==> config.mk <==
export PLATFORM = sky130hd
export DESIGN_NAME = tbfs_best_track
export DESIGN_NICKNAME = d
export VERILOG_FILES = /design/src/design/tbfs_pkg.sv /design/src/design/tbfs_best_track.sv
export SDC_FILE = /design/constraint.sdc
export NUM_CORES = 1
export LEC_CHECK = 0
export BUFFER_PORTS_ARGS = -buffer_cell sky130_fd_sc_hd__buf_2
export CAP_MARGIN = 20
export CORE_MARGIN = 2
export CORE_UTILIZATION = 52
export CTS_CLUSTER_SIZE = 30
export DETAILED_ROUTE_END_ITERATION = 8
export PLACE_DENSITY = 0.82
export SLEW_MARGIN = 25
export SYNTH_ARGS = -nofsm -noshare
export SYNTH_HDL_FRONTEND = slang
export SYNTH_SLANG_ARGS = --single-unit
==> constraint.sdc <==
create_clock -name clk -period 7.2 [get_ports clk]
set_input_delay 1.08 -clock clk [delete_from_list [all_inputs] [get_ports clk]]
set_output_delay 1.08 -clock clk [all_outputs]
set_load 0.005 [all_outputs]
==> src/design/tbfs_pkg.sv <==
// ----------------------------------------------------------------------------
// tbfs_pkg: shared types and constants of the tabu best-flip scan unit
// Field widths, register indexes, scan sentinels and the pipeline item types.
// ----------------------------------------------------------------------------
`default_nettype none

package tbfs_pkg;

  // Scan length and derived index width
  localparam int MaxItems = 65536;
  localparam int IDX_W    = $clog2(MaxItems);

  // Field widths
  localparam int VAL_W      = 32;
  localparam int ITER_W     = 48;
  localparam int SIZE_W     = 17;
  localparam int DELTA_W    = 33;
  localparam int INDEX_W    = 17;
  localparam int RECIP_W    = 33;
  localparam int DIV_W      = SIZE_W + 1;
  localparam int DIV_CNT_W  = 6;
  localparam int CFG_IDX_W  = 3;
  localparam int CFG_DATA_W = 48;

  // Register indexes of the configuration port
  localparam logic [CFG_IDX_W-1:0] CFG_CURRENT_VALUE = 3'd0;
  localparam logic [CFG_IDX_W-1:0] CFG_LOCAL_BEST    = 3'd1;
  localparam logic [CFG_IDX_W-1:0] CFG_ITERATION     = 3'd2;
  localparam logic [CFG_IDX_W-1:0] CFG_SET_SIZE      = 3'd3;

  // Sentinels and fixed values
  localparam logic [DELTA_W-1:0]   DELTA_NONE  = {1'b1, {(DELTA_W-1){1'b0}}};
  localparam logic [INDEX_W-1:0]   INDEX_NONE  = {INDEX_W{1'b1}};
  localparam logic [RECIP_W-1:0]   RECIP_ONE   = {1'b1, {(RECIP_W-1){1'b0}}};
  localparam logic [SIZE_W-1:0]    MIN_REMOVE  = 17'd2;
  localparam logic [DIV_CNT_W-1:0] DIV_STEPS   = 6'(RECIP_W - 1);

  // Registered input item
  typedef struct packed {
    logic              valid;
    logic [VAL_W-1:0]  value;
    logic              member;
    logic [ITER_W-1:0] expiry;
    logic              last;
    logic [IDX_W-1:0]  index;
  } scan_item_t;

  // Item after the delta stage
  typedef struct packed {
    logic               valid;
    logic [DELTA_W-1:0] delta;
    logic               eligible;
    logic               tabu;
    logic               last;
    logic [IDX_W-1:0]   index;
  } delta_item_t;

  // Configuration register bundle
  typedef struct packed {
    logic [VAL_W-1:0]  current_value;
    logic [VAL_W-1:0]  local_best;
    logic [ITER_W-1:0] iteration;
    logic [SIZE_W-1:0] set_size;
  } scan_cfg_t;

  // Reciprocal pair
  typedef struct packed {
    logic [RECIP_W-1:0] add;
    logic [RECIP_W-1:0] remove;
  } recip_pair_t;

endpackage

`default_nettype wire

==> src/design/tbfs_best_track.sv <==
// ----------------------------------------------------------------------------
// tbfs_best_track: running best and result register
// Applies aspiration, keeps the best admissible move and emits it on the
// last element of a scan.
// ----------------------------------------------------------------------------
`default_nettype none

module tbfs_best_track (
  input  wire                              clk,
  input  wire                              rst_n,
  input  tbfs_pkg::delta_item_t            item,
  input  tbfs_pkg::scan_cfg_t              cfg,
  output logic                             hold,
  output logic                             out_valid,
  input  wire                              out_stall,
  output logic [tbfs_pkg::INDEX_W-1:0]     out_best_index,
  output logic [tbfs_pkg::DELTA_W-1:0]     out_best_delta,
  output logic                             out_found
);

  logic [tbfs_pkg::DELTA_W-1:0] best_delta_r, best_delta_nxt;
  logic [tbfs_pkg::INDEX_W-1:0] best_index_r, best_index_nxt;
  logic                         any_found_r, any_found_nxt;
  logic                         out_valid_r, out_valid_nxt;
  logic [tbfs_pkg::INDEX_W-1:0] out_index_r, out_index_nxt;
  logic [tbfs_pkg::DELTA_W-1:0] out_delta_r, out_delta_nxt;
  logic                         out_found_r, out_found_nxt;
  logic signed [tbfs_pkg::DELTA_W:0] asp_sum, asp_ref;
  logic                         aspire, admit, better, update, retire;
  logic [tbfs_pkg::DELTA_W-1:0] cand_delta;
  logic [tbfs_pkg::INDEX_W-1:0] cand_index;
  logic                         cand_found;

  // Hold the closing transaction while the result register is occupied and out_stall is high
  assign hold   = item.valid && item.last && out_valid_r && out_stall;
  assign retire = item.valid && !hold;

  // Aspiration: current plus delta must beat the local best
  assign asp_sum = $signed({{2{cfg.current_value[tbfs_pkg::VAL_W-1]}}, cfg.current_value})
                 + $signed({item.delta[tbfs_pkg::DELTA_W-1], item.delta});
  assign asp_ref = $signed({{2{cfg.local_best[tbfs_pkg::VAL_W-1]}}, cfg.local_best});
  assign aspire  = (asp_sum > asp_ref);
  assign admit   = item.eligible && (!item.tabu || aspire);

  // Strictly greater wins, so the earliest index keeps ties
  assign better = !any_found_r || ($signed(item.delta) > $signed(best_delta_r));
  assign update = admit && better;

  assign cand_delta = update ? item.delta : best_delta_r;
  assign cand_index = update ? {1'b0, item.index} : best_index_r;
  assign cand_found = update || any_found_r;

  // Advance running best, close scan on the last element
  always_comb begin
    best_delta_nxt = best_delta_r;
    best_index_nxt = best_index_r;
    any_found_nxt  = any_found_r;
    out_valid_nxt  = out_valid_r && out_stall;
    out_index_nxt  = out_index_r;
    out_delta_nxt  = out_delta_r;
    out_found_nxt  = out_found_r;
    if (retire) begin
      if (item.last) begin
        out_valid_nxt  = 1'b1;
        out_index_nxt  = cand_index;
        out_delta_nxt  = cand_delta;
        out_found_nxt  = cand_found;
        best_delta_nxt = tbfs_pkg::DELTA_NONE;
        best_index_nxt = tbfs_pkg::INDEX_NONE;
        any_found_nxt  = 1'b0;
      end else begin
        best_delta_nxt = cand_delta;
        best_index_nxt = cand_index;
        any_found_nxt  = cand_found;
      end
    end
  end

  always_ff @(posedge clk) begin
    if (!rst_n) begin
      best_delta_r <= tbfs_pkg::DELTA_NONE;
      best_index_r <= tbfs_pkg::INDEX_NONE;
      any_found_r  <= 1'b0;
      out_valid_r  <= 1'b0;
    end else begin
      best_delta_r <= best_delta_nxt;
      best_index_r <= best_index_nxt;
      any_found_r  <= any_found_nxt;
      out_valid_r  <= out_valid_nxt;
    end
  end

  always_ff @(posedge clk) begin
    out_index_r <= out_index_nxt;
    out_delta_r <= out_delta_nxt;
    out_found_r <= out_found_nxt;
  end

  assign out_valid      = out_valid_r;
  assign out_best_index = out_index_r;
  assign out_best_delta = out_delta_r;
  assign out_found      = out_found_r;

  // Closing a scan clears the running best
  a_scan_clear: assert property (@(posedge clk) disable iff (!rst_n)
    retire && item.last |=> !any_found_r && best_index_r == tbfs_pkg::INDEX_NONE)
    else $error("running best not cleared at scan close");

  // An empty result carries the sentinels
  a_none_sentinel: assert property (@(posedge clk) disable iff (!rst_n)
    out_valid_r && !out_found_r |->
      out_index_r == tbfs_pkg::INDEX_NONE && out_delta_r == tbfs_pkg::DELTA_NONE)
    else $error("empty result without sentinels");

  // A found move always has a real index
  a_found_index: assert property (@(posedge clk) disable iff (!rst_n)
    any_found_r |-> best_index_r != tbfs_pkg::INDEX_NONE)
    else $error("found move without index");

endmodule

`default_nettype wire
==> metrics.md, run 1 <==
| Metric | Value |
|---|---|
| CP startpoint kind | input port |
| Drc violations | 0 |
| Initial antenna violation count | 4 |
| Cell area after layout | 0.00839 mm2 |
| Synth Flop Type | dfxtp_1 |
| I/O Buffers | 172 |
| Synth Register Bits | 103 |
| Internal | 1.10 mW |
| Area contributors post-synth | edfxtp_1 (22%), ha_1 (18%), dfxtp_1 (15%), inv_1 (5.1%), o21ai_0 (4.2%) |
| Worst vdd ir | 149 uV |
| Placed Cells | 1079 |
| DP Area | 0.00807 mm2 |
| Sequential Power Share | 41.0% |
| Final nets | 1200 |
| Total wire length | 16600 um |
| CTS-repair resized insts | 0 |
| Count leader, synth | ha_1 |
| M1 WL | 7160 um |
| Final Skew | 9.97 ps |
| Share of cells above drive strength 1 | 23.1% |
| Ys async rst share | 0% |
| Fmax | 159 MHz |
| CTS hold repair buffers | 0 |
| Final setup fails | 0 |
| Clk pwr share | 30.6% |
| Post-synth EDFFs | 51 |
| Tmin final | 6290 ps |
| Switching Fraction | 31.6% |
| CTS tree | yes |
| Clock Path Buffers | 2 |
| Met3 WL | 1100 um |
| Initial DRC Count | 305 |
| Post-CTS setup buffer count | 0 |
| Synth area leader | edfxtp_1 |
| Core ar. | 0.0132 mm2 |
| Die W | 120 um |
| Routed wl met2 | 7890 um |
| Outcome | finished, final reports clean |
| Leak pwr | 4.05 nW |
| # IOs | 238 |
| Rel. slew slack | 32.9% |
| Vias in the first global route | 5886 |
| Nature of the critical path endpoint | flop |
| Die height | 120 um |
| ANT nets after route | 0 |
| Global Route Usage Sum | 23.2% |
| Total of max-cap violations | 0 |
| Unrepaired setup endpoints after global routing | no |
| Layout area overhead | 19.2% |
| CTS sink cnt | 103 |
| Post-DR wirelength/cell | 15.1 um |
| Critical-path maximum fanout | 32 |
| Post-Synthesis Cells | 748 |
| Mapped Nets | 1034 |
| P_sw | 509 uW |
| First-pass GRT wire length | 27100 um |
| Gr ovfl total | 0 |
| Cell area after synthesis | 0.00704 mm2 |
| Fillers | 1157 |
| Via count | 6042 |
| Worst-skew pair later-pin latency | 350 ps |
| Pwr Density | 192 mW/mm2 |
| Initial Utilization | 53.1% |
| Slew Viols, Final | 0 |
| Setup TNS | 0 ps |
| Post-synthesis sequential area ratio | 36.6% |
| Comb pwr share | 28.4% |
| Fin util | 63.4% |
| Final period utilization | 87.3% |
| # H-tree levels | 3 |
| Top routing layer in use | met5 |
| Synth warn | 0 |
| Die area | 0.0145 mm2 |
| Yosys top cell area share | 21.8% |
| Mean Syn Cell Area | 9.41 um2 |
| Worst-path clk slew | 70 ps |
| Detailed Place HPWL | 13200 um |
| Final Non-Filler Cells | 1098 |
| Critical Path RT | 7480 ps |
| Least-Margin Pin Slew | 1000 ps |
| Synth cell count leaders | ha_1 (100), inv_1 (95), nand2_1 (66) |
| Std cell rows | 42 |
| Synth unique cells | 60 |
| Root buffer cell | clkbuf_16 |
| Hold slack final | 449 ps |
| Pin count of the biggest net entering global routing | 41 |
| Via density | 5.50 |
| Endpoints failing hold | 0 |
| DRT Pass-1 Iters | 5 |
| CP Data Arrival Time | 6570 ps |
| Crit Path Category | input port to flop |
| Gpl congestion | 0.906 |
| Num CTS Buffers | 9 |
| Hold crit path type | flop to flop |
==> registers in the layout, indices dropped and copies added (netlist names) <==
register        count
best_delta_r       33
out_best_delta     33
best_index_r       17
out_best_index     17
any_found_r         1
out_found           1
out_valid           1
==> cells in the final DEF, fill, tap and decap left out, types with 4 or more instances in the layout <==
cell	Yosys	routed
a21o_1	37	37
a21oi_1	51	50
a22o_1	33	33
a2bb2oi_1	17	17
a31oi_1	5	5
buf_2	6	172
buf_4	6	7
clkbuf_16	0	9
clkinv_8	0	4
dfxtp_1	52	52
edfxtp_1	51	51
ha_1	100	100
inv_1	95	95
nand2_1	66	66
nand2b_1	7	7
nand3_1	8	8
nand4_1	18	18
nor2_1	21	21
nor2b_1	7	7
nor3_1	5	5
nor4_1	6	6
o21a_1	7	7
o21ai_0	59	59
xnor2_1	16	16
xor2_1	11	11
==> metrics by stage <==
stage / power, mW / setup slack (ps)
finish: 1.61 / 913
global route: 1.71 / 513
CTS: 1.62 / 877
detailed placement: 1.13 / 528
global placement: 1.12 / 583
floorplan: 0.991 / 1510
==> power by group through the flow <==
stage / sequential, mW / combinational [mW] / clock, mW
finish: 0.662 / 0.458 / 0.493
floorplan: 0.677 / 0.314 / 0
global placement: 0.674 / 0.441 / 0
global route: 0.664 / 0.519 / 0.523
CTS: 0.662 / 0.458 / 0.499
detailed placement: 0.675 / 0.454 / 0
==> per-layer routing <==
| metal | up-vias | track usage, % |
|---|---|---|
| met5 | - | 0 |
| met4 | 2 | 7.85 |
| met3 | 35 | 4.86 |
| met2 | 180 | 40.0 |
| met1 | 2754 | 29.0 |
| li1 | 3071 | - |
==> critical path, cell delays in order <==
cell and delay (ps):
buf_2 120, ha_1 230, fa_1 440, a211o_1 360
a2111oi_2 410, o211ai_1 190, a21oi_1 250, a311oi_2 230
a31oi_1 310, o21bai_1 100, a21oi_1 180, xnor2_1 100
ha_1 280, nand4_1 130, nor4_2 410, o21ai_1 120
o221ai_1 170, a21oi_1 70, mux2i_1 240, o211a_4 330
and4b_1 220, buf_4 370, a22o_1 220
==> cells by family (layout without fill, tap and decap cells) <==
logic type / Yosys count / in the layout / synth area share (%)
AOI/OAI and AO/OA: 242 / 242 / 23.7
and+or+nand+nor: 153 / 153 / 10.8
buffers and inverters: 119 / 290 / 6.99
DFF: 103 / 103 / 36.6
adders and majority gates: 101 / 101 / 18.1
xor gates and xnor gates: 27 / 27 / 3.36
muxes: 3 / 3 / 0.445
other: 0 / 3 / 0
==> final cells by class <==
cell class	count	area, um2	area share, %
multi-input cells	526	4000	47.7
diodes	3	7.51	0.0895
flip-flops and latches	103	2570	30.7
clock inverters	7	90.1	1.07
repair buffers	179	913	10.9
clock buffers	9	225	2.68
inverters	95	357	4.25
well taps	176	220	2.62
==> worst paths after layout <==
kind,start,cells past startpoint,endpoint,slack (ps)
setup / recovery,item[19],23,best_delta_r[28],910
hold / removal,best_index_r[2],2,best_index_r[2],450
setup reg to reg,best_delta_r[19],10,best_delta_r[28],4120
hold reg to reg,best_index_r[2],2,best_index_r[2],450
Note: power is estimated with default switching activity, not from simulation.
==> run 2: changes to the inputs <==
--- a/config.mk
+++ b/config.mk
@@ -5,13 +5,14 @@
 export SDC_FILE = /design/constraint.sdc
 export NUM_CORES = 1
 export LEC_CHECK = 0
-export BUFFER_PORTS_ARGS = -buffer_cell sky130_fd_sc_hd__buf_2
 export CAP_MARGIN = 20
-export CORE_MARGIN = 2
-export CORE_UTILIZATION = 52
+export CORE_MARGIN = 1.5
+export CORE_UTILIZATION = 65
 export CTS_CLUSTER_SIZE = 30
 export DETAILED_ROUTE_END_ITERATION = 8
-export PLACE_DENSITY = 0.82
+export DONT_BUFFER_PORTS = 1
+export PLACE_DENSITY = 0.81
+export SKIP_LAST_GASP = 1
 export SLEW_MARGIN = 25
 export SYNTH_ARGS = -nofsm -noshare
 export SYNTH_HDL_FRONTEND = slang
==> run 2 against run 1 <==
Compared with the run above: utilization is 7.4 points higher; design area is 12% lower; clock skew is 2.2 ps higher; combinational power is 13% lower; critical path depth is 1 lower; register-to-register slack worse by 430 ps; critical path type unchanged; critical endpoint is now best_delta_r[12]; highest routed layer is now met4.
==> metrics.md, run 2 (synthesis gave the netlist of run 1 again) <==
| Metric | Value |
|---|---|
| Clock Path Buffers | 2 (unchanged) |
| Gr ovfl total | 0 (unchanged) |
| Clk pwr share | 26.5% (was 30.6%) |
| Final Non-Filler Cells | 882 (was 1098) |
| Gpl congestion | 0.908 (was 0.906) |
| CTS tree | yes (unchanged) |
| # IOs | 238 (unchanged) |
| Pwr Density | 197 mW/mm2 (was 192 mW/mm2) |
| Die area | 0.0115 mm2 (was 0.0145 mm2) |
| CTS sink cnt | 103 (unchanged) |
| Die height | 107 um (was 120 um) |
| Setup TNS | 0 ps (unchanged) |
| Die W | 107 um (was 120 um) |
| Least-Margin Pin Slew | 619 ps (was 1000 ps) |
| ANT nets after route | 0 (unchanged) |
| Hold slack final | 454 ps (was 449 ps) |
| Worst setup startpoint | item[19] (unchanged) |
| Post-DR wirelength/cell | 18.9 um (was 15.1 um) |
| # H-tree levels | 3 (unchanged) |
| Hold path start | best_index_r[16] (was best_index_r[2]) |
| Diodes inserted | 0 (was 3) |
| Share of cells above drive strength 1 | 5.23% (was 23.1%) |
| Detailed Place HPWL | 13200 um (about the same) |
| Core ar. | 0.0104 mm2 (was 0.0132 mm2) |
| Crit Path Category | input port to flop (unchanged) |
| Drc violations | 0 (unchanged) |
| Final nets | 1027 (was 1200) |
| Rel. slew slack | 58.7% (was 32.9%) |
| Via count | 5512 (was 6042) |
| Unrepaired setup endpoints after global routing | no (unchanged) |
| Vias in the first global route | 5392 (was 5886) |
| Num CTS Buffers | 9 (unchanged) |
| FF/Latch Area | 0.00257 mm2 (unchanged) |
| Final setup fails | 0 (unchanged) |
| Commonest non-fill, non-tap cells in the layout | ha_1 (100), inv_1 (95), nand2_1 (66) (was buf_2 (172), ha_1 (100), inv_1 (95)) |
| Endpoints failing hold | 0 (unchanged) |
| Pre-CTS setup slack | 370 ps (was 528 ps) |
| Initial DRC Count | 322 (was 305) |
| Final period utilization | 91.0% (was 87.3%) |
| Most common cell after layout, fill and taps aside | ha_1 (was buf_2) |
| Initial Utilization | 67.5% (was 53.1%) |
| Multi-input combinational cell area | 0.00400 mm2 (unchanged) |
| Critical-path maximum fanout | 26 (was 32) |
| Worst vdd ir | 110 uV (was 149 uV) |
| Slew Viols, Final | 0 (unchanged) |
| Internal | 991 uW (was 1.10 mW) |
| Layout area overhead | 4.78% (was 19.2%) |
| Critical Path RT | 7520 ps (was 7480 ps) |
| Std cell rows | 37 (was 42) |
| Pin count of the biggest net entering global routing | 49 (was 41) |
| Fin util | 70.8% (was 63.4%) |
| DP Area | 0.00716 mm2 (was 0.00807 mm2) |
| Cell area after layout | 0.00737 mm2 (was 0.00839 mm2) |
| Sequential Power Share | 46.0% (was 41.0%) |
| Via density | 6.25 (was 5.50) |
| Tmin final | 6550 ps (was 6290 ps) |
| CP startpoint kind | input port (unchanged) |
| Outcome | finished, final reports clean (unchanged) |
| CTS-repair resized insts | 0 (unchanged) |
| DRT Pass-1 Iters | 5 (unchanged) |
| Post-CTS setup buffer count | 0 (unchanged) |
| Fmax | 153 MHz (was 159 MHz) |
| P_sw | 462 uW (was 509 uW) |
| CTS hold repair buffers | 0 (unchanged) |
| I/O Buffers | 0 (was 172) |
| Reg2Reg Launch Point | best_delta_r[20] (was best_delta_r[19]) |
| Total wire length | 16600 um (about the same) |
| Worst-skew pair later-pin latency | 380 ps (was 350 ps) |
| Switching Fraction | 31.8% (was 31.6%) |
| Leak pwr | 3.32 nW (was 4.05 nW) |
| Initial antenna violation count | 0 (was 4) |
| Final Skew | 12.1 ps (was 9.97 ps) |
| Hold crit path type | flop to flop (unchanged) |
| CP Data Arrival Time | 6870 ps (was 6570 ps) |
| Placed Cells | 866 (was 1079) |
| Fillers | 799 (was 1157) |
| Comb pwr share | 27.5% (was 28.4%) |
| Tot Pwr | 1.45 mW (was 1.61 mW) |
| First-pass GRT wire length | 26200 um (was 27100 um) |
| Worst-path clk slew | 100 ps (was 70 ps) |
| Root buffer cell | clkbuf_8 (was clkbuf_16) |
| PnR worst setup slack | 647 ps (was 913 ps) |
| Global Route Usage Sum | 29.3% (was 23.2%) |
| Total of max-cap violations | 0 (unchanged) |
| Nature of the critical path endpoint | flop (unchanged) |
## run 2: changes by cell type in the layout (fill, tap and decap cells not counted), moves of 3 or more
cell,change
diode_2,-3
clkbuf_16,-9
buf_2,-172
clkbuf_8,+9
clkinv_8,-3
## run 2: final cells by class
cell class / count / share of cell area, %
Multi-Input combinational cell: 526 / 54.3
Sequential cell: 103 / 34.9
Inverter: 95 / 4.84
Tap cell: 136 / 2.31
Clock buffer: 9 / 1.68
Clock inverter: 7 / 1.19
Timing Repair Buffer: 6 / 0.781
## run 2: path summary, 6_finish.rpt
path                            to  slack (ps)  depth (start not counted)
setup reg to reg  best_delta_r[12]        3690                         10
hold reg to reg   best_index_r[16]         450                          1
hold / removal    best_index_r[16]         450                          1
setup / recovery  best_delta_r[12]         650                         22
## run 2: power groups by stage
stage	clock, mW	combinational (mW)	sequential, mW
2_1_floorplan	0	0.314	0.677
3_3_place_gp	0	0.375	0.681
3_5_place_dp	0	0.396	0.682
4_1_cts	0.389	0.399	0.669
5_1_grt	0.407	0.453	0.671
6_report	0.384	0.400	0.669
## run 2: worst max-delay path: stages
cell and delay (ps):
ha_1 210, fa_1 460, a211o_1 380, a2111oi_2 400, o211ai_1 180, a21oi_1 280, a311oi_2 250, a31o_2 330
nand3_1 130, o21ai_1 100, xnor2_1 160, ha_1 280, nand4_1 120, nor4_2 370, o21ai_1 120, o221ai_1 180
a21oi_1 80, mux2i_1 240, o211a_4 390, and4b_1 530, buf_4 380, a22o_1 200
## run 2: per-layer routing
metal  wire, um  global-route usage, %  share of wire, %  up-vias
met5          0                      0                 0        -
met4        252                   9.71               1.5        0
met3        913                   5.84               5.5       18
met2       8610                   53.4                52      151
met1       6860                   34.3                41     2626
li1           -                      -                 -     2717
