--- config.mk ---
export PLATFORM = sky130hd
export DESIGN_NAME = tbfs_recip_div
export DESIGN_NICKNAME = d
export VERILOG_FILES = /design/src/design/tbfs_pkg.sv /design/src/design/tbfs_recip_div.sv
export SDC_FILE = /design/constraint.sdc
export NUM_CORES = 1
export LEC_CHECK = 0
export BUFFER_PORTS_ARGS = -buffer_cell sky130_fd_sc_hd__buf_2
export CORE_MARGIN = 1.5
export CORE_UTILIZATION = 60
export DETAILED_ROUTE_END_ITERATION = 10
export PLACE_DENSITY = 0.85
export SYNTH_ARGS = -nofsm -noshare
export SYNTH_HDL_FRONTEND = slang
export SYNTH_SLANG_ARGS = --single-unit
--- constraint.sdc ---
create_clock -name clk -period 9 [get_ports clk]
set_input_delay 0.45 -clock clk [delete_from_list [all_inputs] [get_ports clk]]
set_output_delay 0.45 -clock clk [all_outputs]
set_load 0.005 [all_outputs]
--- src/design/tbfs_pkg.sv ---
// ----------------------------------------------------------------------------
// tbfs_pkg: shared types and constants of the tabu best-flip scan unit
// Field widths, register indexes, scan sentinels and the pipeline item types.
// ----------------------------------------------------------------------------
`default_nettype none

package tbfs_pkg;

  // Scan length and derived index width
  localparam int MaxItems = 65536;
  localparam int IDX_W    = $clog2(MaxItems);

  // Field widths
  localparam int VAL_W      = 32;
  localparam int ITER_W     = 48;
  localparam int SIZE_W     = 17;
  localparam int DELTA_W    = 33;
  localparam int INDEX_W    = 17;
  localparam int RECIP_W    = 33;
  localparam int DIV_W      = SIZE_W + 1;
  localparam int DIV_CNT_W  = 6;
  localparam int CFG_IDX_W  = 3;
  localparam int CFG_DATA_W = 48;

  // Register indexes of the configuration port
  localparam logic [CFG_IDX_W-1:0] CFG_CURRENT_VALUE = 3'd0;
  localparam logic [CFG_IDX_W-1:0] CFG_LOCAL_BEST    = 3'd1;
  localparam logic [CFG_IDX_W-1:0] CFG_ITERATION     = 3'd2;
  localparam logic [CFG_IDX_W-1:0] CFG_SET_SIZE      = 3'd3;

  // Sentinels and fixed values
  localparam logic [DELTA_W-1:0]   DELTA_NONE  = {1'b1, {(DELTA_W-1){1'b0}}};
  localparam logic [INDEX_W-1:0]   INDEX_NONE  = {INDEX_W{1'b1}};
  localparam logic [RECIP_W-1:0]   RECIP_ONE   = {1'b1, {(RECIP_W-1){1'b0}}};
  localparam logic [SIZE_W-1:0]    MIN_REMOVE  = 17'd2;
  localparam logic [DIV_CNT_W-1:0] DIV_STEPS   = 6'(RECIP_W - 1);

  // Registered input item
  typedef struct packed {
    logic              valid;
    logic [VAL_W-1:0]  value;
    logic              member;
    logic [ITER_W-1:0] expiry;
    logic              last;
    logic [IDX_W-1:0]  index;
  } scan_item_t;

  // Item after the delta stage
  typedef struct packed {
    logic               valid;
    logic [DELTA_W-1:0] delta;
    logic               eligible;
    logic               tabu;
    logic               last;
    logic [IDX_W-1:0]   index;
  } delta_item_t;

  // Configuration register bundle
  typedef struct packed {
    logic [VAL_W-1:0]  current_value;
    logic [VAL_W-1:0]  local_best;
    logic [ITER_W-1:0] iteration;
    logic [SIZE_W-1:0] set_size;
  } scan_cfg_t;

  // Reciprocal pair
  typedef struct packed {
    logic [RECIP_W-1:0] add;
    logic [RECIP_W-1:0] remove;
  } recip_pair_t;

endpackage

`default_nettype wire

--- src/design/tbfs_recip_div.sv ---
// ----------------------------------------------------------------------------
// tbfs_recip_div: reciprocal generator
// Restoring division of 2^32 by (size+1) and (size-1), one quotient bit per
// cycle in two lanes.
// ----------------------------------------------------------------------------
`default_nettype none

module tbfs_recip_div (
  input  wire                          clk,
  input  wire                          rst_n,
  input  wire                          start,
  input  wire [tbfs_pkg::SIZE_W-1:0]   size,
  output logic                         busy,
  output tbfs_pkg::recip_pair_t        recip
);

  logic                             busy_r, busy_nxt;
  logic [tbfs_pkg::DIV_CNT_W-1:0]   count_r, count_nxt;
  logic [tbfs_pkg::DIV_W-1:0]       div_a_r, div_a_nxt, div_b_r, div_b_nxt;
  logic [tbfs_pkg::SIZE_W-1:0]      part_a_r, part_a_nxt, part_b_r, part_b_nxt;
  logic [tbfs_pkg::RECIP_W-1:0]     quo_a_r, quo_a_nxt, quo_b_r, quo_b_nxt;
  logic                             keep_b_r, keep_b_nxt;
  tbfs_pkg::recip_pair_t            recip_r, recip_nxt;
  logic                             shift_bit;
  logic [tbfs_pkg::DIV_W-1:0]       trial_a, trial_b;
  logic                             fit_a, fit_b;

  // Dividend is 2^32: only its top bit is set
  assign shift_bit = (count_r == tbfs_pkg::DIV_STEPS);
  assign trial_a   = {part_a_r, shift_bit};
  assign trial_b   = {part_b_r, shift_bit};
  assign fit_a     = (trial_a >= div_a_r);
  assign fit_b     = (trial_b >= div_b_r);

  // Advance one quotient bit per cycle while busy, load results on the final step
  always_comb begin
    busy_nxt   = busy_r;
    count_nxt  = count_r;
    div_a_nxt  = div_a_r;
    div_b_nxt  = div_b_r;
    part_a_nxt = part_a_r;
    part_b_nxt = part_b_r;
    quo_a_nxt  = quo_a_r;
    quo_b_nxt  = quo_b_r;
    keep_b_nxt = keep_b_r;
    recip_nxt  = recip_r;
    if (start) begin
      busy_nxt   = 1'b1;
      count_nxt  = tbfs_pkg::DIV_STEPS;
      div_a_nxt  = {1'b0, size} + tbfs_pkg::DIV_W'(1);
      div_b_nxt  = {1'b0, size} - tbfs_pkg::DIV_W'(1);
      part_a_nxt = '0;
      part_b_nxt = '0;
      quo_a_nxt  = '0;
      quo_b_nxt  = '0;
      keep_b_nxt = (size > tbfs_pkg::MIN_REMOVE);
    end else if (busy_r) begin
      part_a_nxt = fit_a ? tbfs_pkg::SIZE_W'(trial_a - div_a_r)
                         : tbfs_pkg::SIZE_W'(trial_a);
      part_b_nxt = fit_b ? tbfs_pkg::SIZE_W'(trial_b - div_b_r)
                         : tbfs_pkg::SIZE_W'(trial_b);
      quo_a_nxt  = {quo_a_r[tbfs_pkg::RECIP_W-2:0], fit_a};
      quo_b_nxt  = {quo_b_r[tbfs_pkg::RECIP_W-2:0], fit_b};
      if (count_r == '0) begin
        busy_nxt         = 1'b0;
        recip_nxt.add    = quo_a_nxt;
        recip_nxt.remove = keep_b_r ? quo_b_nxt : '0;
      end else begin
        count_nxt = count_r - tbfs_pkg::DIV_CNT_W'(1);
      end
    end
  end

  always_ff @(posedge clk) begin
    if (!rst_n) begin
      busy_r           <= 1'b0;
      count_r          <= '0;
      recip_r.add      <= tbfs_pkg::RECIP_ONE;
      recip_r.remove   <= '0;
    end else begin
      busy_r  <= busy_nxt;
      count_r <= count_nxt;
      recip_r <= recip_nxt;
    end
  end

  always_ff @(posedge clk) begin
    div_a_r  <= div_a_nxt;
    div_b_r  <= div_b_nxt;
    part_a_r <= part_a_nxt;
    part_b_r <= part_b_nxt;
    quo_a_r  <= quo_a_nxt;
    quo_b_r  <= quo_b_nxt;
    keep_b_r <= keep_b_nxt;
  end

  assign busy  = busy_r;
  assign recip = recip_r;

  // A refresh always starts the sequencer
  a_start_busy: assert property (@(posedge clk) disable iff (!rst_n)
    start |=> busy_r)
    else $error("reciprocal refresh did not start");

  // The final step ends the refresh
  a_finish: assert property (@(posedge clk) disable iff (!rst_n)
    busy_r && !start && count_r == '0 |=> !busy_r)
    else $error("reciprocal refresh did not finish");

  // Idle sequencer holds the results
  a_idle_stable: assert property (@(posedge clk) disable iff (!rst_n)
    !busy_r && !start |=> $stable(recip_r))
    else $error("reciprocals changed while idle");

endmodule

`default_nettype wire

==> results of run 1 <==
[registers in the layout, indices dropped and copies added, names as in the netlist]
signal / flops
count_r: 6
part_b_r: 17
quo_b_r: 32
busy: 1
recip: 66
div_a_r: 18
div_b_r: 17
quo_a_r: 32
keep_b_r: 1
part_a_r: 17
[power by group]
part / leakage, nW / switching (mW) / internal, mW
registers: 1.73 / 0.0235 / 0.971
clock network: 0.394 / 0.378 / 0.581
logic: 2.51 / 0.185 / 0.113
[path summary, 6_finish.rpt]
| kind | cells past startpoint | end | start | slack (ns) |
|---|---|---|---|---|
| worst max-delay path | 13 | part_a_r[16] | count_r[0] | 5.27 |
| worst max register to register | 13 | part_a_r[16] | count_r[0] | 5.27 |
| worst min register to register | 2 | recip[20] | recip[20] | 0.45 |
| worst min-delay path | 2 | recip[65] | rst_n | 0.18 |
[kinds of logic after synthesis]
logic type               synth area share (%)
adder cells (fa/ha/maj)                  5.31
buffers and inverters                    5.29
flip-flops                               44.3
AND/OR/NAND/NOR                          17.5
multiplexers                             7.18
XOR/XNOR                                 4.65
AO/OA/AOI/OAI                            15.8
[cells in the mapped netlist, types with 4 or more instances]
master	instances	area, um2
a211o_1	5	43.8
a211oi_1	21	158
a21o_1	17	128
a21oi_1	89	445
a311oi_1	5	43.8
a31oi_1	5	31.3
a32oi_1	8	70.1
a41oi_1	4	35.0
and2_1	5	31.3
and3_1	4	25.0
buf_1	8	30.0
buf_2	4	20.0
buf_4	5	37.5
clkbuf_1	56	210
dfxtp_1	171	3420
edfxtp_1	36	1080
ha_1	40	500
inv_1	51	191
mux2i_1	73	731
nand2_1	144	541
nand2b_1	6	37.5
nand3_1	51	255
nand4_1	11	68.8
nor2_1	119	447
nor2b_1	6	37.5
nor3_1	22	110
nor3b_1	4	30.0
nor4_1	9	56.3
o211a_1	4	40.0
o211ai_1	6	45.0
o21a_1	6	45.0
o21ai_0	19	95.1
o311ai_0	6	52.6
o31ai_1	8	60.1
or3_1	4	25.0
or4_1	5	37.5
xnor2_1	31	272
xor2_1	23	201
[layer usage]
metal  GRT usage [%]  share of wire [%]  wire (um)  vias to the layer above
li1                -                  -          -                     4089
met3            3.27                5.2       1160                       34
met4            6.52                2.0        453                        0
met1            34.6                 47      10300                     3873
met2            40.8                 46      10200                      248
met5               0                  0          0                        -
[area by class of cell]
class	count	area, um2	area share (%)
tap	220	275	2.42
timing repair buffer	92	478	4.20
clock inverter	10	125	1.10
inverter	51	191	1.68
sequential	207	4510	39.6
clock buffer	30	663	5.83
multi-input combinational	802	5140	45.2
[through the flow]
step	utilization, %	instance area [um2]
2_1_floorplan	-	10200
3_3_place_gp	63.9	10600
3_5_place_dp	63.9	10600
4_1_cts	68.6	11400
5_1_grt	68.6	11400
6_report	68.6	11400
[worst register-to-register path, stage by stage, from the launching register on]
cell and delay [ns]:
dfxtp_1 0.38, inv_1 0.10, ha_1 0.19, nor4b_1 0.15, nand2_1 0.11, ha_1 0.21
inv_1 0.11, fa_1 0.43, a211oi_1 0.36, o211ai_1 0.23, a211oi_2 0.35, o21a_1 0.60
nand2_1 0.13, a311oi_1 0.30
==> results.json, run 1 <==
{
  "status": "finished, final reports clean",
  "routed_via_density": 5.84,
  "worstMarginPinSlew_ns": 1.13,
  "cp.arrival_ns": 4.15,
  "synth.avg_cell_area_um2": 8.93,
  "final_cell_mix": "dfxtp_1 (170), nand2_1 (144), nor2_1 (118), a21oi_1 (89), buf_2 (85)",
  "nets": 1239,
  "cts_made_buffers": 23,
  "leakagePower_nw": 4.64,
  "cts_setup_buffers": 0,
  "power_density_mw_per_mm2": 198,
  "async_reset_ff_share_pct": 0,
  "nFillCells": 1279,
  "post-layout-total-power_mw": 2.25,
  "gp_congestion": 0.981,
  "critPathMaxStageDelay_ns": 0.60,
  "track_usage_pct": 24.8,
  "clock_path_buffers": 3,
  "initial_core_util_pct": 61.3,
  "cp_slowest_cell": "o21a_1",
  "grt.overflow.total": 0,
  "grt_pass1_vias": 7589,
  "end_kind": "flop",
  "grt_max_degree": 73,
  "die_h_um": 133,
  "setup_tns_ns": 0,
  "path_cells": "inv_1 -> ha_1 -> nor4b_1 -> nand2_1 -> ha_1 -> inv_1 -> fa_1 -> a211oi_1 -> o211ai_1 -> a211oi_2 -> o21a_1 -> nand2_1 -> a311oi_1",
  "row_count": 47,
  "slew_violations": 0,
  "pre_cts_slack_ns": 5.39,
  "chipWidth_um": 133,
  "area_delta_synth_final_pct": 11.9,
  "wl_um": 22100,
  "critPathTopFamily": "compound AO/OA/AOI/OAI gates",
  "hold_path_class": "primary input to flop",
  "synth_area_mm2": 0.0102,
  "drc": 0,
  "ys_seq_area_share_pct": 44.3,
  "timing.final.ws_setup_ns": 5.27,
  "critPathLaunchType": "flop",
  "synth-seq-cells": 207,
  "dp.final_hpwl_um": 14400,
  "cts-hold-fix-buffers": 0,
  "drv_cap": 0,
  "grt_pass1_wl_um": 36900,
  "clock_latency_ns": 0.51,
  "antenna_found_initial": 0,
  "critPathBufInv": 2,
  "relSlewSlack_pct": 24.4,
  "synthCells": 1139,
  "syn_nets": 1201,
  "io_buffer_count": 86,
  "ir_drop_mv": 0.150,
  "fmaxAchievable_mhz": 268,
  "min_period_ns": 3.73,
  "cp_max_fo": 19,
  "clock_tree.root_cell": "clkbuf_16",
  "numClockSinks": 207,
  "die_area_mm2": 0.0177,
  "synth_edf_count": 36,
  "initialDrtViolationCount": 788,
  "firstDrtPassIters": 6,
  "cp.required_ns": 9.42,
  "antennaDiodeCount": 0,
  "ios": 87,
  "h-tree-depth": 1,
  "place_inst": 1372,
  "num_vias": 8244,
  "finalNonFillerCells": 1412,
  "synth.distinct_cells": 65,
  "setup_viol": 0,
  "avgRoutedWirePerCell_um": 15.7,
  "hold_ws_ns": 0.182,
  "postCtsResizedCells": 0,
  "final_common_cell": "dfxtp_1",
  "rsz0062_at_grt": "no",
  "core_mm2": 0.0166,
  "yosys_warnings": 0,
  "crit_type": "flop to flop",
  "synthFlopType": "dfxtp_1",
  "tritoncts": "built",
  "drive_gt1_share_pct": 12.2,
  "clk_pin_slew_ns": 0.06,
  "period_share_pct": 41.5,
  "final_hold_viol_count": 0,
  "finalClockSkew_ns": 0.00991,
  "ant_nets": 0
}
No activity file was read; power rests on OpenSTA's default activity.
==> run 2, diff against run 1 <==
CORE_UTILIZATION = 54   (was 60)
PLACE_DENSITY = 0.81   (was 0.85)
clock period = 3 ns   (was 9 ns; I/O delays follow)
==> run 2 against run 1 <==
  * The run now ends with negative setup slack left
  * Maximum frequency up 22%
  * Flip-flop and latch count unchanged
  * Clock-buffer cell count up 5
  * Sequential share of layout area down 2.0 points
  * Hold slack worse by 0.16 ns
  * Non-clock buffer count up 45
  * Clock skew decreased by 0.00094 ns
  * Final area grew 5.3%
  * Wire length rose by 10%
  * Cell count up 4.3%
  * Critical path type unchanged
==> results.json, run 2 (synthesized netlist as in run 1, its figures left out) <==
{
  "clock_tree.root_cell": "clkbuf_16",
  "drv_cap": 0,
  "ant_nets": 0,
  "grt_pass1_wl_um": 39100,
  "period_share_pct": 102,
  "grt_max_degree": 82,
  "end_kind": "flop",
  "h-tree-depth": 1,
  "final_hold_viol_count": 0,
  "drc": 0,
  "hold_path_class": "primary input to flop",
  "final_common_cell": "dfxtp_1",
  "pre_cts_slack_ns": -0.119,
  "ios": 87,
  "r2r-end": "part_a_r[8]",
  "fmaxAchievable_mhz": 327,
  "row_count": 50,
  "initial_core_util_pct": 54.8,
  "initialDrtViolationCount": 706,
  "crit_type": "flop to flop",
  "wl_um": 24300,
  "grt.overflow.total": 0,
  "power_density_mw_per_mm2": 578,
  "largest_reg_flops": 66,
  "leakagePower_nw": 4.90,
  "violations": "negative setup slack",
  "die_h_um": 140,
  "avgRoutedWirePerCell_um": 16.5,
  "nets": 1284,
  "slew_violations": 0,
  "tritoncts": "built",
  "core_mm2": 0.0186,
  "io_buffer_count": 86,
  "timing.final.ws_setup_ns": -0.0578,
  "rr_worst_depth": 15,
  "gp_congestion": 0.900,
  "status": "finished, violations left",
  "firstDrtPassIters": 7,
  "nFillCells": 1502,
  "cts_made_buffers": 23,
  "rsz0062_at_grt": "yes",
  "clock_latency_ns": 0.51,
  "r2r_slack_ns": -0.06,
  "grt_pass1_vias": 7814,
  "setup_viol": 13,
  "area_delta_synth_final_pct": 17.8,
  "final_cell_mix": "dfxtp_1 (168), nand2_1 (142), nor2_1 (117), a21oi_1 (89), buf_2 (86)",
  "cp_max_fo": 5,
  "critPathLaunchType": "flop",
  "finalClockSkew_ns": 0.00897,
  "finalNonFillerCells": 1473,
  "worstMarginPinSlew_ns": 1.08,
  "relSlewSlack_pct": 27.9,
  "track_usage_pct": 24.0,
  "min_period_ns": 3.06,
  "ir_drop_mv": 0.427,
  "reg2reg_from": "count_r[0]",
  "dp.final_hpwl_um": 15700,
  "cp.arrival_ns": 3.46,
  "setup_tns_ns": -0.438,
  "num_vias": 8642,
  "cp.required_ns": 3.40,
  "die_area_mm2": 0.0197,
  "place_inst": 1411,
  "antenna_found_initial": 0,
  "antennaDiodeCount": 0,
  "routed_via_density": 5.87,
  "clk_pin_slew_ns": 0.06,
  "chipWidth_um": 140,
  "clock_path_buffers": 3,
  "crit_end": "part_a_r[8]",
  "cp-startpoint": "count_r[0]",
  "drive_gt1_share_pct": 17.2,
  "numClockSinks": 207
}
==> run 2: cell types whose count changed in the layout (fill, tap and decap cells not counted), sizes merged <==
cell,change
clkinvlp,+1
clkinv,-2
clkbuf,+6
buf,+41
bufinv,-1
dlygate4sd3,+3
inv,-1
==> run 2: area by class of cell <==
| cell class | instances | area, um2 | share of cell area [%] |
|---|---|---|---|
| Multi-Input combinational cell | 802 | 5300 | 44.3 |
| Sequential cell | 207 | 4510 | 37.6 |
| Clock inverter | 7 | 80.1 | 0.668 |
| Clock buffer | 35 | 702 | 5.86 |
| Tap cell | 234 | 293 | 2.44 |
| Timing Repair Buffer | 137 | 902 | 7.53 |
| Inverter | 51 | 194 | 1.62 |
==> run 2: timing repair <==
item / CTS / global route
pin swaps: 15 / 27
gates resized for setup: 13 / 32
endpoints found under the setup margin: 23 / 37
endpoints found under the hold margin: 3 / 0
buffers inserted: 7 / 7
hold buffers: 3 / 0
cloned: 1 / 2
==> run 2: metrics by stage <==
| step | total power [mW] | area, um2 | utilization [%] | hold WS, ns |
|---|---|---|---|---|
| 3_3_place_gp | 3.97 | 10800 | 58.4 | 0.375 |
| 6_report | 6.92 | 12000 | 64.5 | 0.0237 |
| 2_1_floorplan | 3.74 | 10200 | - | 0.222 |
| 3_5_place_dp | 3.99 | 10800 | 58.4 | 0.380 |
| 4_1_cts | 6.87 | 11800 | 63.4 | 0.00525 |
| 5_1_grt | 7.19 | 12000 | 64.5 | 0.0152 |
==> run 2: critical path, stage by stage (launching register included) <==
cell	delay (ns)
dfxtp_2	0.34
inv_2	0.06
ha_4	0.15
nor4b_4	0.13
nand2_2	0.11
ha_4	0.15
inv_4	0.03
buf_4	0.13
fa_2	0.38
a211oi_4	0.26
o211ai_1	0.17
a211oi_2	0.30
buf_4	0.17
o21ai_4	0.09
and3_4	0.23
a2111oi_2	0.27
==> run 2: worst min-delay path by stage <==
stage               startpoint     endpoint  slack [ns]  depth (start not counted)
global placement         rst_n    recip[65]        0.37                          2
global route          size[15]  div_a_r[15]        0.02                          2
CTS                   size[15]  div_b_r[15]       0.005                          2
floorplan                rst_n    recip[65]        0.22                          1
detailed placement       rst_n    recip[65]        0.38                          2
finish                size[15]  div_a_r[15]        0.02                          2
==> run 2: routing by layer <==
| metal | wire [um] | vias up | GRT usage [%] |
|---|---|---|---|
| li1 | - | 4188 | - |
| met1 | 10900 | 4046 | 33.3 |
| met2 | 11300 | 345 | 39.2 |
| met3 | 1530 | 63 | 3.56 |
| met4 | 612 | 0 | 6.32 |
| met5 | 0 | - | 0 |
==> run 2: power breakdown <==
part	switching, mW	internal [mW]	leakage (nW)
Sequential	0.0711	2.91	1.74
Clock	1.14	1.71	0.383
Combinational	0.638	0.450	2.78
==> run 3, diff against run 2 <==
SKIP_LAST_GASP = 1   (was not set)
SLEW_MARGIN = 20   (was not set)
==> run 3 against run 2 <==
  * The run still ends with negative setup slack left
  * Worst setup slack worse by 0.0057 ns
  * Clock-buffer cell count unchanged
  * Non-clock buffer count grew 1
  * Utilization shrank 0.067 points
  * Clock skew about the same
  * Via count rose by 0.10%
  * Critical path type unchanged
  * Highest routed layer unchanged
==> results.json, run 3 (synthesized netlist as in run 1, its figures left out) <==
{
  "hp-start": "size[15]",
  "min_to": "div_b_r[15]",
  "grt_pass1_vias": 7808,
  "wl_um": 24400,
  "hold_path_class": "primary input to flop",
  "critPathBufInv": 3,
  "nets": 1285,
  "regArea_mm2": 0.00451,
  "violations": "negative setup slack",
  "initialDrtViolationCount": 708,
  "tritoncts": "built",
  "clock_path_buffers": 3,
  "r2r-end": "part_b_r[10]",
  "cts_made_buffers": 23,
  "critPathLaunchType": "flop",
  "cp.required_ns": 3.35,
  "finalClockSkew_ns": 0.00849,
  "grt.busiest_layer": "met2",
  "ant_nets": 0,
  "multi_input_area_mm2": 0.00528,
  "drv_cap": 0,
  "grt_pass1_wl_um": 39100,
  "h-tree-depth": 1,
  "fmaxAchievable_mhz": 326,
  "clock_tree.root_cell": "clkbuf_16",
  "critPathTopFamily": "compound AO/OA/AOI/OAI gates",
  "track_usage_pct": 23.9,
  "largest_reg_flops": 66,
  "row_count": 50,
  "setup_tns_ns": -0.505,
  "antenna_found_initial": 0,
  "die_area_mm2": 0.0197,
  "clock_latency_ns": 0.51,
  "relSlewSlack_pct": 35.8,
  "cp_slowest_cell": "a2111oi_4",
  "final_cell_mix": "dfxtp_1 (168), nand2_1 (142), nor2_1 (117), a21oi_1 (89), buf_2 (86)",
  "crit_top_cell": "ha_4",
  "ir_drop_mv": 0.428,
  "slew_violations": 0,
  "leakagePower_nw": 4.90,
  "cp_max_fo": 7,
  "area_delta_synth_final_pct": 17.7,
  "min_period_ns": 3.06,
  "routed_via_density": 5.87,
  "end_kind": "flop",
  "rr_worst_depth": 14,
  "nFillCells": 1507,
  "core_mm2": 0.0186,
  "use_met3_pct": 3.59,
  "timing.final.ws_setup_ns": -0.0635,
  "ios": 87,
  "r2r_slack_ns": -0.06,
  "die_h_um": 140,
  "setup_viol": 15,
  "pre_cts_slack_ns": -0.119,
  "grt_max_degree": 82,
  "num_vias": 8651,
  "rsz0062_at_grt": "yes",
  "final_common_cell": "dfxtp_1",
  "chipWidth_um": 140,
  "antennaDiodeCount": 0,
  "numClockSinks": 207,
  "gp_congestion": 0.900,
  "path_cells": "inv_2 -> ha_4 -> nor4b_4 -> nand2_2 -> ha_4 -> inv_4 -> fa_2 -> a211oi_4 -> o21ai_2 -> a21o_1 -> a2111oi_4 -> buf_4 -> mux2i_1 -> a211oi_1",
  "dp.final_hpwl_um": 15700,
  "crit_type": "flop to flop",
  "clk_pin_slew_ns": 0.06,
  "firstDrtPassIters": 5,
  "reg2reg_from": "count_r[0]",
  "drc": 0,
  "io_buffer_count": 86,
  "final_hold_viol_count": 0,
  "avgRoutedWirePerCell_um": 16.6,
  "power_density_mw_per_mm2": 578,
  "use_met1_pct": 33.2,
  "status": "finished, violations left",
  "initial_core_util_pct": 54.8,
  "met2_usage_pct": 39.0,
  "cp.arrival_ns": 3.41,
  "grt.overflow.total": 0,
  "drive_gt1_share_pct": 16.9,
  "critPathMaxStageDelay_ns": 0.48,
  "fin_util_pct": 64.4,
  "worstMarginPinSlew_ns": 0.959,
  "period_share_pct": 102,
  "holdPathStages": 2,
  "cp-startpoint": "count_r[0]"
}
==> run 3: timing repair <==
item | 4_1_cts | 5_1_grt
hold buffers | 3 | 0
pin swaps | 11 | 27
gates resized for setup | 11 | 28
setup endpoints to repair | 23 | 37
setup buffers | 7 | 7
hold endpoints to repair | 3 | 0
gates cloned | 1 | 2
==> run 3: worst register-to-register path, stage by stage (launching register included) <==
cell and delay (ns):
dfxtp_2 0.34, inv_2 0.06, ha_4 0.15, nor4b_4 0.13, nand2_2 0.11, ha_4 0.15, inv_4 0.03, fa_2 0.37
a211oi_4 0.26, o21ai_2 0.11, a21o_1 0.20, a2111oi_4 0.48, buf_4 0.24, mux2i_1 0.20, a211oi_1 0.09
==> run 3: where the power goes <==
part | internal, mW | switching [mW]
combinational | 0.450 | 0.640
sequential | 2.91 | 0.0663
clock | 1.71 | 1.13
==> run 3: metrics by stage <==
| stage | hold slack (ns) | std cells | total power [mW] | area, um2 |
|---|---|---|---|---|
| floorplan | 0.222 | 1139 | 3.74 | 10200 |
| global placement | 0.375 | 1411 | 3.97 | 10800 |
| detailed placement | 0.380 | 1411 | 3.99 | 10800 |
| CTS | 0.00525 | 1464 | 6.87 | 11800 |
| global route | 0.0152 | 1474 | 7.18 | 12000 |
| finish | 0.0202 | 1474 | 6.91 | 12000 |
==> run 3: area by class of cell <==
type | count | share of cell area, %
multi-input combinational | 802 | 44.1
sequential | 207 | 37.7
timing repair buffer | 138 | 7.63
clock buffer | 35 | 5.86
tap | 234 | 2.45
inverter | 51 | 1.62
clock inverter | 7 | 0.669
==> run 3: per-layer routing <==
metal / wire [um] / part of all wire (%)
met1: 11000 / 45
met2: 11300 / 46
met3: 1480 / 6.1
met4: 574 / 2.4
met5: 0 / 0
==> run 3: worst max path at each step <==
stage,endpoint,slack [ns],depth (start not counted)
2_1_floorplan,part_b_r[0],0.03,14
3_3_place_gp,part_b_r[10],-0.05,14
3_5_place_dp,part_b_r[10],-0.12,14
4_1_cts,part_b_r[10],-0.07,14
5_1_grt,part_b_r[10],-0.20,14
6_report,part_b_r[10],-0.06,14
